## src/rtl/core/pwm_timer_peripheral_unit_assert.svh

```systemverilog
// Assertion macros shared by the timer RTL.
// Each macro exists twice: a checking form and an empty form for builds
// that leave assertions out.
`ifndef PWM_TIMER_PERIPHERAL_UNIT_ASSERT_SVH
`define PWM_TIMER_PERIPHERAL_UNIT_ASSERT_SVH

`ifndef NO_ASSERTIONS

// Checked property, disabled while reset is asserted
`define PTMR_ASSERT(label, clk, rst_n, prop, msg) \
    label: assert property (@(posedge clk) disable iff (!rst_n) prop) \
        else $error(msg);

// Checked property that also holds during reset
`define PTMR_ASSERT_ALWAYS(label, clk, prop, msg) \
    label: assert property (@(posedge clk) prop) \
        else $error(msg);

`else

`define PTMR_ASSERT(label, clk, rst_n, prop, msg)
`define PTMR_ASSERT_ALWAYS(label, clk, prop, msg)

`endif

`endif

```

## src/rtl/core/ptmr_pkg.sv

```systemverilog
`timescale 1ns / 1ps

package ptmr_pkg;

    // Item kinds carried on the input channel
    typedef enum logic [1:0] {
        OP_TICK  = 2'd0,
        OP_WRITE = 2'd1,
        OP_READ  = 2'd2
    } ptmr_op_t;

    // Timer register map (input item reg_index)
    localparam logic [3:0] REG_CTRL   = 4'd0;
    localparam logic [3:0] REG_STATUS = 4'd1;
    localparam logic [3:0] REG_EVENT  = 4'd2;
    localparam logic [3:0] REG_MODE12 = 4'd3;
    localparam logic [3:0] REG_MODE34 = 4'd4;
    localparam logic [3:0] REG_ENABLE = 4'd5;
    localparam logic [3:0] REG_COUNT  = 4'd6;
    localparam logic [3:0] REG_PSC    = 4'd7;
    localparam logic [3:0] REG_RELOAD = 4'd8;
    localparam logic [3:0] REG_CMP1   = 4'd9;
    localparam logic [3:0] REG_MOE    = 4'd13;

    // Channel output modes (bits 6:4 of a channel's mode byte)
    localparam logic [2:0] MODE_FORCE_HIGH = 3'd5;
    localparam logic [2:0] MODE_PWM1       = 3'd6;
    localparam logic [2:0] MODE_PWM2       = 3'd7;

    // Direction code for an output channel (bits 1:0 of the mode byte)
    localparam logic [1:0] DIR_OUTPUT = 2'b00;

    // Configuration port register index
    localparam logic CFG_ADV_GATING = 1'b0;

    // One input item
    typedef struct packed {
        ptmr_op_t    op;
        logic [3:0]  reg_index;
        logic [15:0] write_data;
    } ptmr_item_t;

    // One result item
    typedef struct packed {
        logic        update_flag;
        logic [3:0]  pwm_levels;
        logic [15:0] read_data;
    } ptmr_result_t;

endpackage

```

## src/rtl/core/ptmr_core.sv

```systemverilog
`timescale 1ns / 1ps

// Timer register file, counter and PWM level logic. The state moves on at
// the edge where item_valid is high; result shows the state after the item.
module ptmr_core
    import ptmr_pkg::*;
#(
    parameter int COUNTER_WIDTH = 16,
    parameter int CHANNELS      = 4
) (
    input  logic         aclk,
    input  logic         aresetn,
    input  logic         item_valid,
    input  ptmr_item_t   item,
    input  logic         adv_gating,
    output ptmr_result_t result
);

`include "pwm_timer_peripheral_unit_assert.svh"

    localparam logic [COUNTER_WIDTH-1:0] CNT_ONES = {COUNTER_WIDTH{1'b1}};

    // Timer state
    logic [15:0]              psc_cnt_reg,  psc_cnt_next;
    logic [COUNTER_WIDTH-1:0] cnt_reg,      cnt_next;
    logic [15:0]              psc_pre_reg,  psc_pre_next;
    logic [15:0]              psc_act_reg,  psc_act_next;
    logic [COUNTER_WIDTH-1:0] arr_pre_reg,  arr_pre_next;
    logic [COUNTER_WIDTH-1:0] arr_act_reg,  arr_act_next;
    logic [15:0]              cmp_pre_reg  [CHANNELS];
    logic [15:0]              cmp_pre_next [CHANNELS];
    logic [15:0]              cmp_act_reg  [CHANNELS];
    logic [15:0]              cmp_act_next [CHANNELS];
    logic [1:0]               ctrl_reg,     ctrl_next;   // bit0 enable, bit1 reload preload
    logic                     uif_reg,      uif_next;
    logic [15:0]              mode_reg     [2];
    logic [15:0]              mode_next    [2];
    logic [15:0]              ccer_reg,     ccer_next;
    logic                     moe_reg,      moe_next;

    logic                     upd_evt;
    logic [15:0]              rd_data;
    logic [3:0]               levels;

    // Mode byte of a channel
    function automatic logic [7:0] chan_byte(input logic [15:0] m0, input logic [15:0] m1,
                                             input int ch);
        logic [15:0] w;
        w = (ch >= 2) ? m1 : m0;
        return (ch % 2 == 1) ? w[15:8] : w[7:0];
    endfunction

    // Next state for one item
    always_comb begin
        logic [7:0] cmp_mode;
        psc_cnt_next = psc_cnt_reg;
        cnt_next     = cnt_reg;
        psc_pre_next = psc_pre_reg;
        psc_act_next = psc_act_reg;
        arr_pre_next = arr_pre_reg;
        arr_act_next = arr_act_reg;
        cmp_pre_next = cmp_pre_reg;
        cmp_act_next = cmp_act_reg;
        ctrl_next    = ctrl_reg;
        uif_next     = uif_reg;
        mode_next    = mode_reg;
        ccer_next    = ccer_reg;
        moe_next     = moe_reg;
        upd_evt      = 1'b0;
        rd_data      = 16'd0;
        cmp_mode     = 8'd0;

        case (item.op)
            OP_TICK: begin
                if (ctrl_reg[0]) begin
                    if (psc_cnt_reg >= psc_act_reg) begin
                        psc_cnt_next = 16'd0;
                        if (cnt_reg == arr_act_reg) begin
                            cnt_next = '0;
                            upd_evt  = 1'b1;
                        end else begin
                            cnt_next = cnt_reg + 1'b1;
                        end
                    end else begin
                        psc_cnt_next = psc_cnt_reg + 16'd1;
                    end
                end
            end
            OP_WRITE: begin
                case (item.reg_index)
                    REG_CTRL:   ctrl_next = {item.write_data[7], item.write_data[0]};
                    REG_STATUS: begin
                        if (!item.write_data[0]) uif_next = 1'b0;
                    end
                    REG_EVENT: begin
                        // forced update restarts the count
                        if (item.write_data[0]) begin
                            psc_cnt_next = 16'd0;
                            cnt_next     = '0;
                            upd_evt      = 1'b1;
                        end
                    end
                    REG_MODE12: mode_next[0] = item.write_data;
                    REG_MODE34: mode_next[1] = item.write_data;
                    REG_ENABLE: ccer_next    = item.write_data;
                    REG_COUNT:  cnt_next     = COUNTER_WIDTH'(item.write_data);
                    REG_PSC:    psc_pre_next = item.write_data;
                    REG_RELOAD: begin
                        arr_pre_next = COUNTER_WIDTH'(item.write_data);
                        if (!ctrl_reg[1]) arr_act_next = COUNTER_WIDTH'(item.write_data);
                    end
                    REG_MOE:    moe_next = item.write_data[15];
                    default: begin
                        for (int ch = 0; ch < CHANNELS; ch++) begin
                            if (item.reg_index == REG_CMP1 + 4'(ch)) begin
                                cmp_pre_next[ch] = item.write_data;
                                cmp_mode = chan_byte(mode_reg[0], mode_reg[1], ch);
                                if (!cmp_mode[3])
                                    cmp_act_next[ch] = item.write_data;
                            end
                        end
                    end
                endcase
            end
            OP_READ: begin
                case (item.reg_index)
                    REG_CTRL:   rd_data = {8'd0, ctrl_reg[1], 6'd0, ctrl_reg[0]};
                    REG_STATUS: rd_data = {15'd0, uif_reg};
                    REG_MODE12: rd_data = mode_reg[0];
                    REG_MODE34: rd_data = mode_reg[1];
                    REG_ENABLE: rd_data = ccer_reg;
                    REG_COUNT:  rd_data = cnt_reg[15:0];
                    REG_PSC:    rd_data = psc_pre_reg;
                    REG_RELOAD: rd_data = arr_pre_reg[15:0];
                    REG_MOE:    rd_data = {moe_reg, 15'd0};
                    default: begin
                        for (int ch = 0; ch < CHANNELS; ch++) begin
                            if (item.reg_index == REG_CMP1 + 4'(ch))
                                rd_data = cmp_pre_reg[ch];
                        end
                    end
                endcase
            end
            default: ;
        endcase

        // update event: load active copies from preloads
        if (upd_evt) begin
            psc_act_next = psc_pre_reg;
            arr_act_next = arr_pre_reg;
            cmp_act_next = cmp_pre_reg;
            uif_next     = 1'b1;
        end
    end

    // Channel levels after the item
    always_comb begin
        logic [7:0] b;
        logic       below;
        logic       ref_lvl;
        logic       en;
        levels = 4'd0;
        for (int ch = 0; ch < CHANNELS; ch++) begin
            b       = chan_byte(mode_next[0], mode_next[1], ch);
            below   = cnt_next < COUNTER_WIDTH'(cmp_act_next[ch]);
            ref_lvl = 1'b0;
            if (b[1:0] == DIR_OUTPUT) begin
                case (b[6:4])
                    MODE_FORCE_HIGH: ref_lvl = 1'b1;
                    MODE_PWM1:       ref_lvl = below;
                    MODE_PWM2:       ref_lvl = !below;
                    default:         ref_lvl = 1'b0;
                endcase
            end
            en = ccer_next[4*ch] && !(adv_gating && !moe_next);
            levels[ch] = en && (ref_lvl ^ ccer_next[4*ch+1]);
        end
    end

    assign result.read_data   = rd_data;
    assign result.pwm_levels  = levels;
    assign result.update_flag = uif_next;

    // State registers
    always_ff @(posedge aclk) begin
        if (!aresetn) begin
            psc_cnt_reg <= 16'd0;
            cnt_reg     <= '0;
            psc_pre_reg <= 16'd0;
            psc_act_reg <= 16'd0;
            arr_pre_reg <= CNT_ONES;
            arr_act_reg <= CNT_ONES;
            for (int ch = 0; ch < CHANNELS; ch++) begin
                cmp_pre_reg[ch] <= 16'd0;
                cmp_act_reg[ch] <= 16'd0;
            end
            ctrl_reg    <= 2'd0;
            uif_reg     <= 1'b0;
            mode_reg[0] <= 16'd0;
            mode_reg[1] <= 16'd0;
            ccer_reg    <= 16'd0;
            moe_reg     <= 1'b0;
        end else if (item_valid) begin
            psc_cnt_reg <= psc_cnt_next;
            cnt_reg     <= cnt_next;
            psc_pre_reg <= psc_pre_next;
            psc_act_reg <= psc_act_next;
            arr_pre_reg <= arr_pre_next;
            arr_act_reg <= arr_act_next;
            cmp_pre_reg <= cmp_pre_next;
            cmp_act_reg <= cmp_act_next;
            ctrl_reg    <= ctrl_next;
            uif_reg     <= uif_next;
            mode_reg    <= mode_next;
            ccer_reg    <= ccer_next;
            moe_reg     <= moe_next;
        end
    end

    // A tick with the counter stopped leaves the count alone
    `PTMR_ASSERT(a_stopped_hold, aclk, aresetn,
        item_valid && item.op == OP_TICK && !ctrl_reg[0] |=> $stable(cnt_reg),
        "counter moved while disabled")
    // An update event always raises the flag
    `PTMR_ASSERT(a_upd_flag, aclk, aresetn,
        item_valid && upd_evt |=> uif_reg,
        "update event did not set the flag")
    // Idle cycles leave the timer state untouched
    `PTMR_ASSERT(a_idle_hold, aclk, aresetn,
        !item_valid |=> $stable(cnt_reg) && $stable(psc_cnt_reg) && $stable(uif_reg),
        "timer state changed without an item")

endmodule

```

## src/rtl/core/pwm_timer_peripheral_unit.sv

```systemverilog
`timescale 1ns / 1ps

// Timer with up to four PWM channels, driven as a stream of items.
// Input channel s_*: each transfer is one item: a clock tick, a timer
// register write or a timer register read (kind in s_tuser). Output
// channel m_*: exactly one result per item, in order: the read data (zero
// unless a read), the channel levels and the update flag after the item.
// Items flow through an input register and a result register, with the timer
// state update and the level compare between them; one item is taken every
// cycle as long as the receiver takes the results without stalling.
// When the receiver stalls, the result register holds, the input register
// fills behind it and s_tready drops; nothing is lost or repeated.
// The APB port holds the gating option (register 0 at byte address 0); the user
// must write it only while no items are in flight; the block does not enforce this.
// Reset (aresetn low, synchronous) empties both stages, stops the counter,
// clears all timer registers and sets the reload values to all ones.
module pwm_timer_peripheral_unit
    import ptmr_pkg::*;
#(
    parameter int COUNTER_WIDTH = 16,
    parameter int CHANNELS      = 4
) (
    input  logic        aclk,
    input  logic        aresetn,
    // input items
    input  logic        s_tvalid,
    output logic        s_tready,
    input  logic [23:0] s_tdata,   // [3:0] reg_index, [19:4] write_data, [23:20] zero
    input  logic [1:0]  s_tuser,   // [1:0] op
    // results
    output logic        m_tvalid,
    input  logic        m_tready,
    output logic [23:0] m_tdata,   // [15:0] read_data, [19:16] pwm_levels,
                                   // [20] update_flag, [23:21] zero
    // configuration
    input  logic        psel,
    input  logic        penable,
    input  logic        pwrite,
    input  logic [2:0]  paddr,
    input  logic [31:0] pwdata,
    output logic [31:0] prdata,
    output logic        pready
);

`include "pwm_timer_peripheral_unit_assert.svh"

    logic         in_valid_reg;
    ptmr_item_t   in_item_reg;
    logic         out_valid_reg;
    ptmr_result_t out_res_reg;
    logic         adv_reg;
    logic         advance;
    ptmr_result_t core_res;

    // Configuration register
    assign pready = 1'b1;
    assign prdata = (paddr[2] == CFG_ADV_GATING) ? {31'd0, adv_reg} : 32'd0;

    always_ff @(posedge aclk) begin
        if (!aresetn) begin
            adv_reg <= 1'b0;
        end else if (psel && penable && pwrite && pready && paddr[2] == CFG_ADV_GATING) begin
            adv_reg <= pwdata[0];
        end
    end

    // Stage handshake: the input stage moves on when the result slot is free
    assign advance  = in_valid_reg && (!out_valid_reg || m_tready);
    assign s_tready = !in_valid_reg || advance;

    always_ff @(posedge aclk) begin
        if (!aresetn) begin
            in_valid_reg <= 1'b0;
        end else if (s_tready) begin
            in_valid_reg <= s_tvalid;
        end
    end

    always_ff @(posedge aclk) begin
        if (s_tready && s_tvalid) begin
            in_item_reg.op         <= ptmr_op_t'(s_tuser[1:0]);
            in_item_reg.reg_index  <= s_tdata[3:0];
            in_item_reg.write_data <= s_tdata[19:4];
        end
    end

    ptmr_core #(
        .COUNTER_WIDTH (COUNTER_WIDTH),
        .CHANNELS      (CHANNELS)
    ) u_core (
        .aclk       (aclk),
        .aresetn    (aresetn),
        .item_valid (advance),
        .item       (in_item_reg),
        .adv_gating (adv_reg),
        .result     (core_res)
    );

    // Result register
    always_ff @(posedge aclk) begin
        if (!aresetn) begin
            out_valid_reg <= 1'b0;
        end else if (advance) begin
            out_valid_reg <= 1'b1;
        end else if (m_tready) begin
            out_valid_reg <= 1'b0;
        end
    end

    always_ff @(posedge aclk) begin
        if (advance) begin
            out_res_reg <= core_res;
        end
    end

    assign m_tvalid = out_valid_reg;
    assign m_tdata  = {3'd0, out_res_reg.update_flag, out_res_reg.pwm_levels,
                       out_res_reg.read_data};

    // Full pipe with a stalled receiver refuses new items
    `PTMR_ASSERT(a_full_stall, aclk, aresetn,
        in_valid_reg && out_valid_reg && !m_tready |-> !s_tready,
        "input accepted while both stages are blocked")
    // A held item stays in the input stage
    `PTMR_ASSERT(a_in_hold, aclk, aresetn,
        in_valid_reg && !advance |=> in_valid_reg && $stable(in_item_reg),
        "stalled item dropped or changed")
    // Every processed item yields a result next cycle
    `PTMR_ASSERT(a_result_out, aclk, aresetn,
        advance |=> m_tvalid,
        "processed item produced no result")

endmodule

```

## config.mk

```make
export PLATFORM = sky130hd
export DESIGN_NAME = pwm_timer_peripheral_unit
export DESIGN_NICKNAME = d
export VERILOG_FILES = /design/src/rtl/core/ptmr_pkg.sv /design/src/rtl/core/ptmr_core.sv /design/src/rtl/core/pwm_timer_peripheral_unit.sv
export VERILOG_INCLUDE_DIRS = /design/src /design/src/rtl/core
export SDC_FILE = /design/constraint.sdc
export NUM_CORES = 1
export LEC_CHECK = 0
export ABC_CLOCK_PERIOD_IN_PS = 11000
export BUFFER_PORTS_ARGS = -buffer_cell sky130_fd_sc_hd__buf_2
export CAP_MARGIN = 20
export CORE_ASPECT_RATIO = 0.5
export CORE_MARGIN = 4
export CORE_UTILIZATION = 66
export DETAILED_ROUTE_END_ITERATION = 12
export PLACE_DENSITY = 0.89
export SKIP_LAST_GASP = 1
export SLEW_MARGIN = 20
export SYNTH_ARGS = -nofsm -noshare
export SYNTH_HDL_FRONTEND = slang
export SYNTH_SLANG_ARGS = --single-unit
```

## constraint.sdc

```tcl
create_clock -name aclk -period 11 [get_ports aclk]
set_clock_uncertainty 0.1 [all_clocks]
set_input_delay 0.55 -clock aclk [delete_from_list [all_inputs] [get_ports aclk]]
set_output_delay 0.55 -clock aclk [all_outputs]
set_load 0.01 [all_outputs]
```

-- Word level (Yosys, flattened, before mapping)
Cells that the tools add are included.
- logic and storage cells: 184
- output and inout bits: 59
- register bits after elaboration: 322
- $add $sub $neg: 2
- bitwise logic cells: 6
- reduce and logical (&&, ||, !) cells: 48
- order comparisons: 5
- equality and inequality tests: 32
- multiplexer cells: 59
- operators by type and width (kind ; number):
    16-bit two-way mux ; 25
    64-bit two-way mux ; 3
    16-bit case mux with 9 select lines ; 1
    16-bit case mux with 2 select lines ; 3
    16-bit < comparator ; 4
    3-bit equality test, second input constant ; 12
    16-bit by 1-bit adder with 16-bit output, second input constant ; 2
    31-bit two-way mux ; 1
    14-bit two-way mux ; 2
    4-bit equality test, second input constant ; 6
    4-bit AND reduction ; 5
    1-bit two-way mux ; 18
    3-bit AND reduction ; 6
    16-bit equality test ; 1
    4-bit by 3-bit equality test with 1-bit output, second input constant ; 4
    16-bit >= comparator ; 1
    15-bit two-way mux ; 1
    1-bit logical AND ; 14
    1-bit case mux with 3 select lines ; 4
    2-bit logical NOT ; 5
    10-bit OR reduction ; 1
    4-bit by 2-bit equality test with 1-bit output, second input constant ; 2
    1-bit logical NOT ; 8
    2-bit nonzero test ; 4
    other kinds (12) ; 19

-- Longest topological paths before layout
Gate-level depths: netlist of run 1.
- word-level depth: 12
- gate-level depth with buffers: 21

-- Hierarchy
From an unflattened synthesis of run 1, not the netlist that was laid out.
- cells, all modules: 2241
- area, all modules: 17671.9 um^2
- modules (own cells, without submodules) (module ; times used ; cells each ; sequential area each (um^2) ; area an instance (um^2)):
    ptmr_core ; 1 ; 2146 ; 5525.3 ; 15955.3
    pwm_timer_peripheral_unit ; 1 ; 95 ; 1351.3 ; 1716.6

-- Worst setup path after synthesis of run 1
No wires, ideal clock.
- kind: register to register
- from: reg u_core.psc_cnt_reg[0]
- to: reg out_res_reg (netlist bit m_tdata[17]), data pin
- data arrival time: 3.986 ns
- required time: 10.724 ns
- library setup time: 0.176 ns
- clock period less this slack: 4.262 ns
- cell stages (with the launch flop): 20
- path slack: 6.738 ns
- buffers on the path: 1
- cell sequence: dfxtp_1 -> inv_1 -> ha_1 -> nand2b_1 -> a2111o_1 -> a32oi_1 -> buf_2 -> a21oi_1 -> nand2b_1 -> o31a_1 -> o22ai_1 -> ha_1 -> a21o_1 -> a21oi_1 -> o21ai_0 -> and3_1 -> a21oi_1 -> o211ai_1 -> o21a_1 -> nor4_1
- RTL lines (item ; RTL line ; text):
    start: declaration ; ptmr_core.sv:24 ; logic [15:0] psc_cnt_reg, psc_cnt_next;
    start signal: assignment ; ptmr_core.sv:204 ; psc_cnt_reg <= psc_cnt_next;
    end signal: assignment ; pwm_timer_peripheral_unit.sv:112 ; out_res_reg <= core_res;
    end: declaration ; pwm_timer_peripheral_unit.sv:50 ; ptmr_result_t out_res_reg;

==> impl_metrics.env, run 1 <==
export IMPL_status="completed"
export IMPL_hold_violations=0
export IMPL_stdcell_count=2527
export IMPL_end_kind="register"
export IMPL_root_buffer="clkbuf_16"
export IMPL_final_area_mm2=0.01880
export IMPL_place_gp_congestion=1.045
export IMPL_synth_avg_cell_area_um2=7.973
export IMPL_placed_cells=2475
export IMPL_routed_wl_mm=59.13
export IMPL_yosysSeqAreaShare=0.3922
export IMPL_swShare=0.2592
export IMPL_io_buffers=54
export IMPL_maxCapViolCount=0
export IMPL_fillers=1913
export IMPL_fin_nets=2307
export IMPL_netlist_area_mm2=0.01753
export IMPL_synth_edff_count=43
export IMPL_grt_pass1_wl_mm=88.66
export IMPL_yosysMostFrequentCell="nand2_1"
export IMPL_power_density_mw_per_mm2=133.8
export IMPL_cts_resized=0
export IMPL_cts_hold_buf=0
export IMPL_synth_top_cells_by_area="dfxtp_1 32%, nand2_1 10%, a21oi_1 7.5%"
export IMPL_numCtsBuffers=28
export IMPL_rows=41
export IMPL_drc_errors=0
export IMPL_yosys_most_used_dff="dfxtp_1"
export IMPL_cp_arrival_ns=6.25
export IMPL_pwr_share_comb=0.097
export IMPL_final_util=0.7331
export IMPL_register_area_mm2=0.006877
export IMPL_die_w_um=238.5
export IMPL_antenna_cells=0
export IMPL_fp_dieH_um=123.3
export IMPL_relSlewSlack=0.1630
export IMPL_ir_worst_vdd_mv=0.1108
export IMPL_crit_required_ns=11.27
export IMPL_ios=127
export IMPL_core_area_mm2=0.02565
export IMPL_setup_viol=0
export IMPL_yosys_area_top_type_share=0.3186
export IMPL_clkSinkCount=322
export IMPL_crit_type="register to register"
export IMPL_p_int_mw=1.864
export IMPL_synth_seq_cells=322
export IMPL_vias=17086
export IMPL_htreeDepth=1
export IMPL_finalCritPeriodShare=0.5439
export IMPL_async_flop_share=0
export IMPL_yosysTopAreaCell="dfxtp_1"
export IMPL_leakagePower_nw=7.499
export IMPL_synth_cell_type_count=75
export IMPL_crit_path_start_kind="register"
export IMPL_clkLatencyLatePin_ns=0.57
export IMPL_clk_pin_slew_worst_paths_ns=0.07
export IMPL_wl_per_cell_um=23.40
export IMPL_p_switching_mw=0.6524
export IMPL_clk_path_buf_depth=3
export IMPL_grt_antenna_before_repair=1
export IMPL_sequentialPowerShare=0.485
export IMPL_grt_max_degree=130
export IMPL_groute_usage_overall=0.3909
export IMPL_syn_inst=2199
export IMPL_clkPwrFrac=0.418
export IMPL_overflow=0
export IMPL_worstHoldPathType="input pin to register"
export IMPL_start_util=0.6836
export IMPL_multi_input_area_mm2=0.009761
export IMPL_dpl_cell_area_mm2=0.01784
export IMPL_tightest_slew_ns=1.256
export IMPL_drtPass1Iterations=9
export IMPL_fmax_ghz=0.1671
export IMPL_dp_hpwl_mm=38.81
export IMPL_vias_per_cell=6.761
export IMPL_rsz0062_at_grt="false"
export IMPL_worstPathMaxFanout=96
export IMPL_first_iter_violations=2981
export IMPL_tns_ns=0
export IMPL_die_area_mm2=0.02940
export IMPL_min_period_ns=5.983
export IMPL_ys_top_cells_by_count="489 x nand2_1, 279 x dfxtp_1, 264 x a21oi_1"
export IMPL_postRouteAntennaNets=0
export IMPL_cts_tree="done"
export IMPL_grt_pass1_vias=15398
export IMPL_cts_setup_buffers=0
export IMPL_yosys_warnings=0
export IMPL_drv_slew=0
export IMPL_layout_drive_gt1_share=0.08108
export IMPL_syn2layout_area_growth_pct=7.243
power groups by stage:
stage / Clock, mW / Combinational (mW) / Sequential [mW]
3_3_place_gp: 0 / 0.221 / 1.25
6_report: 1.05 / 0.244 / 1.22
5_1_grt: 1.09 / 0.255 / 1.22
4_1_cts: 1.04 / 0.229 / 1.22
2_1_floorplan: 0 / 0.152 / 1.24
3_5_place_dp: 0 / 0.227 / 1.25
per-stage QoR:
stage	power (mW)	worst slack [ns]	hold WS [ns]
after floorplan	1.394	6.738	0.3357
after global placement	1.468	5.395	0.3415
after detailed placement	1.474	5.330	0.3465
after CTS	2.492	5.253	0.04901
after global routing	2.567	4.763	0.04906
final	2.517	5.017	0.05418
area by class of cell:
type                       count  area share
inverter                      33    0.006854
multi-input combinational   1671      0.5191
tap                          344     0.02289
sequential                   322      0.3657
timing repair buffer         105     0.03474
clock buffer                  42     0.04385
clock inverter                10    0.006854
metal layers:
layer,up-vias,track usage,share of wire
met4,2,0.2043,0.067
met5,-,0.01684,0.0012
li1,7539,-,-
met3,302,0.1774,0.18
met2,1385,0.5486,0.39
met1,7858,0.5055,0.37
layout by cell type, fill, tap and decap left out, types with 40 or more instances in the layout:
cell type  netlist  layout
buf_4           35      51
ha_1            78      78
nand3_1         40      40
buf_2            9      54
o21a_1          63      63
edfxtp_1        43      43
a21oi_1        264     264
nand2_1        489     487
mux2i_1         79      79
nor2_1         213     212
dfxtp_1        279     279
critical path, stage by stage (launching register included):
cell and delay (ns):
dfxtp_1 0.55, xor2_1 0.14, nor4_2 0.50, nand4_2 0.21, a211o_1 0.58, nand2_4 0.50, buf_4 0.81, nor2_1 0.12
a21oi_1 0.25, ha_1 0.29, a21o_1 0.15, a21o_1 0.17, a21oi_1 0.13, o21ai_0 0.19, and3_1 0.24, a21oi_1 0.12
o211ai_1 0.14, o21a_1 0.20, nor4_1 0.27
worst paths after layout:
kind	from	to	slack, ns	depth (start not counted)
hold / removal	s_tdata[11]	in_item_reg[7]$_DFFE_PP_	0.05	1
setup reg to reg	u_core.cnt_reg[1]$_SDFFE_PN0P_	m_tdata[17]$_DFFE_PP_	5.02	18
setup / recovery	u_core.cnt_reg[1]$_SDFFE_PN0P_	m_tdata[17]$_DFFE_PP_	5.02	18
hold reg to reg	u_core.psc_act_reg[2]$_SDFFE_PN0P_	u_core.psc_act_reg[2]$_SDFFE_PN0P_	0.35	2
kinds of logic after synthesis:
logic type / count (synthesis) / share of synthesized area
multiplexers: 83 / 0.04767
buffers and inverters: 239 / 0.06280
XOR/XNOR: 36 / 0.01798
AO/OA/AOI/OAI: 568 / 0.2092
adder cells (fa/ha/maj): 78 / 0.05566
AND/OR/NAND/NOR: 871 / 0.2141
other: 2 / 0.0004283
flip-flops: 322 / 0.3922
(Power assumes the default switching activity.)
==> inputs of run 2 (changes only) <==
--- a/config.mk
+++ b/config.mk
@@ -6,14 +6,14 @@
 export SDC_FILE = /design/constraint.sdc
 export NUM_CORES = 1
 export LEC_CHECK = 0
-export ABC_CLOCK_PERIOD_IN_PS = 11000
+export ABC_CLOCK_PERIOD_IN_PS = 5410
 export BUFFER_PORTS_ARGS = -buffer_cell sky130_fd_sc_hd__buf_2
 export CAP_MARGIN = 20
 export CORE_ASPECT_RATIO = 0.5
 export CORE_MARGIN = 4
-export CORE_UTILIZATION = 66
+export CORE_UTILIZATION = 55
 export DETAILED_ROUTE_END_ITERATION = 12
-export PLACE_DENSITY = 0.89
+export PLACE_DENSITY = 0.8
 export SKIP_LAST_GASP = 1
 export SLEW_MARGIN = 20
 export SYNTH_ARGS = -nofsm -noshare
==> constraint.sdc (replaced) <==
create_clock -name aclk -period 5.41 [get_ports aclk]
set_clock_uncertainty 0.1 [all_clocks]
set_input_delay 0.2705 -clock aclk [delete_from_list [all_inputs] [get_ports aclk]]
set_output_delay 0.2705 -clock aclk [all_outputs]
set_load 0.01 [all_outputs]
==> run 2 against run 1 <==
Effect of this change: combinational power increased by 100%; count of clock-buffer cells in the layout decreased by 8; utilization decreased by 10 points; non-clock buffer count increased by 48; worst hold slack improved by 0.085 ns; via count decreased by 0.11%; die area increased by 19%; setup slack got worse by 4.7 ns; register-to-register slack got worse by 4.7 ns; sequential cell count unchanged; largest power group unchanged; highest routed layer unchanged.
==> impl_metrics.env, run 2 (synthesis results as in run 1) <==
export IMPL_root_buffer="clkbuf_16"
export IMPL_mostFrequentLayoutCells="488 x nand2_1, 279 x dfxtp_1, 264 x a21oi_1, 212 x nor2_1, 79 x mux2i_1"
export IMPL_maxCapViolCount=0
export IMPL_crit_path_start_kind="register"
export IMPL_tightest_slew_ns=1.122
export IMPL_rows=45
export IMPL_cp_arrival_ns=5.39
export IMPL_fp_dieH_um=134.3
export IMPL_final_common_cell="nand2_1"
export IMPL_clk_pin_slew_worst_paths_ns=0.07
export IMPL_tns_ns=0
export IMPL_path_common_cell="a21oi_1"
export IMPL_status="completed"
export IMPL_worstPathBufferInverterCount=3
export IMPL_layout_drive_gt1_share=0.09140
export IMPL_groute_usage_overall=0.3423
export IMPL_grt_pass1_wl_mm=92.40
export IMPL_drtPass1Iterations=11
export IMPL_fin_nets=2356
export IMPL_cts_tree="done"
export IMPL_vias_per_cell=6.421
export IMPL_clk_path_buf_depth=3
export IMPL_core_area_mm2=0.03085
export IMPL_cp_cell_sequence="inv_1 -> ha_1 -> nand2b_1 -> a2111o_1 -> a32oi_1 -> buf_4 -> a21oi_1 -> buf_4 -> nand2b_1 -> o21ai_1 -> ha_1 -> a21oi_1 -> o21ai_0 -> and3_1 -> a21oi_1 -> o211ai_1 -> o21a_1 -> nor4_1"
export IMPL_clkSinkCount=322
export IMPL_ios=127
export IMPL_io_buffers=54
export IMPL_drc_errors=0
export IMPL_worstPathMaxFanout=11
export IMPL_crit_type="register to register"
export IMPL_end_kind="register"
export IMPL_leakagePower_nw=7.767
export IMPL_grt_antenna_before_repair=2
export IMPL_cp_slowest_cell="o21ai_1"
export IMPL_slowest_delay_ns=0.88
export IMPL_dp_hpwl_mm=42.11
export IMPL_relSlewSlack=0.2523
export IMPL_min_period_ns=5.103
export IMPL_rsz0062_at_grt="false"
export IMPL_grt_pass1_vias=15631
export IMPL_clkLatencyLatePin_ns=0.58
export IMPL_htreeDepth=1
export IMPL_hold_violations=0
export IMPL_crit_required_ns=5.69
export IMPL_vias=17068
export IMPL_r2r_slack_ns=0.31
export IMPL_drv_slew=0
export IMPL_setup_viol=0
export IMPL_place_gp_congestion=1.001
export IMPL_die_w_um=260.5
export IMPL_wl_per_cell_um=23.23
export IMPL_routed_wl_mm=61.74
export IMPL_finalPower_mw=5.329
export IMPL_syn2layout_area_growth_pct=10.85
export IMPL_grt_max_degree=109
export IMPL_start_util=0.5682
export IMPL_numCtsBuffers=29
export IMPL_die_area_mm2=0.03497
export IMPL_ir_worst_vdd_mv=0.2410
export IMPL_cts_resized=0
export IMPL_finalCritPeriodShare=0.9433
export IMPL_postRouteAntennaNets=0
export IMPL_overflow=0
export IMPL_power_density_mw_per_mm2=274.2
export IMPL_crit_family="compound AO/OA/AOI/OAI gates"
export IMPL_worstHoldPathType="input pin to register"
export IMPL_first_iter_violations=3033
export IMPL_fmax_ghz=0.1959
## run 2: changes by cell type in the layout (fill, tap and decap cells not counted), sizes merged
| cell | delta |
|---|---|
| clkinv | +3 |
| clkinvlp | +1 |
| buf | +21 |
| dlygate4sd3 | +27 |
| inv | +1 |
| bufinv | +4 |
| clkbuf | -8 |
| diode | +3 |
## run 2: path summary, 6_finish.rpt
path                                                           from                                  end  depth (start not counted)
worst max-delay path             u_core.psc_cnt_reg[0]$_SDFFE_PN0P_                m_tdata[17]$_DFFE_PP_                         18
worst min-delay path                                        aresetn   u_core.arr_pre_reg[8]$_SDFFE_PN1P_                          2
worst max register to register   u_core.psc_cnt_reg[0]$_SDFFE_PN0P_                m_tdata[17]$_DFFE_PP_                         18
worst min register to register  u_core.psc_act_reg[13]$_SDFFE_PN0P_  u_core.psc_act_reg[13]$_SDFFE_PN0P_                          2
## run 2: report_power, final
group / internal (mW) / switching (mW)
combinational: 0.161 / 0.336
clock: 1.35 / 0.980
sequential: 2.45 / 0.0536
total: 3.96 / 1.37
## run 2: layer usage
layer | GRT usage | vias up | share of wire
met4 | 0.1441 | 4 | 0.054
met2 | 0.4813 | 1238 | 0.39
li1 | - | 7638 | -
met1 | 0.4535 | 7931 | 0.38
met5 | 0.01944 | - | 0.0030
met3 | 0.1539 | 257 | 0.17
## run 2: worst reg2reg max path, delay by kind of cell, from the launching register on
kind            cells  cell delay (ns)
simple gates        4             0.87
flops               1             0.41
compound gates      9             2.39
fa+ha+maj           2             0.67
buf+inv             3             0.47
## run 2: cell type report
class | instances | area [um2]
Clock inverter | 19 | 282.8
Fill cell | 2602 | 11420
Clock buffer | 34 | 764.5
Tap cell | 423 | 529.3
Inverter | 33 | 128.9
Antenna cell | 3 | 7.507
Multi-Input combinational cell | 1671 | 9753
Timing Repair Buffer | 153 | 1094
Sequential cell | 322 | 6877
## run 2: metrics by stage
step,instance area [um2],worst slack [ns],utilization,hold WS (ns),std cells
final,19440,0.3066,0.6299,0.1392,2658
after detailed placement,18110,0.5810,0.5869,0.3472,2575
after global routing,19430,0.1436,0.6297,0.1650,2655
after global placement,18110,0.3909,0.5869,0.3424,2575
after floorplan,17660,1.148,-,0.2694,2232
after CTS,19430,0.5436,0.6296,0.1205,2655
## run 2: timing repair
| item | CTS | global route |
|---|---|---|
| hold buffers | 27 | 0 |
| hold endpoints to repair | 25 | 0 |
| buffers inserted | 0 | 0 |
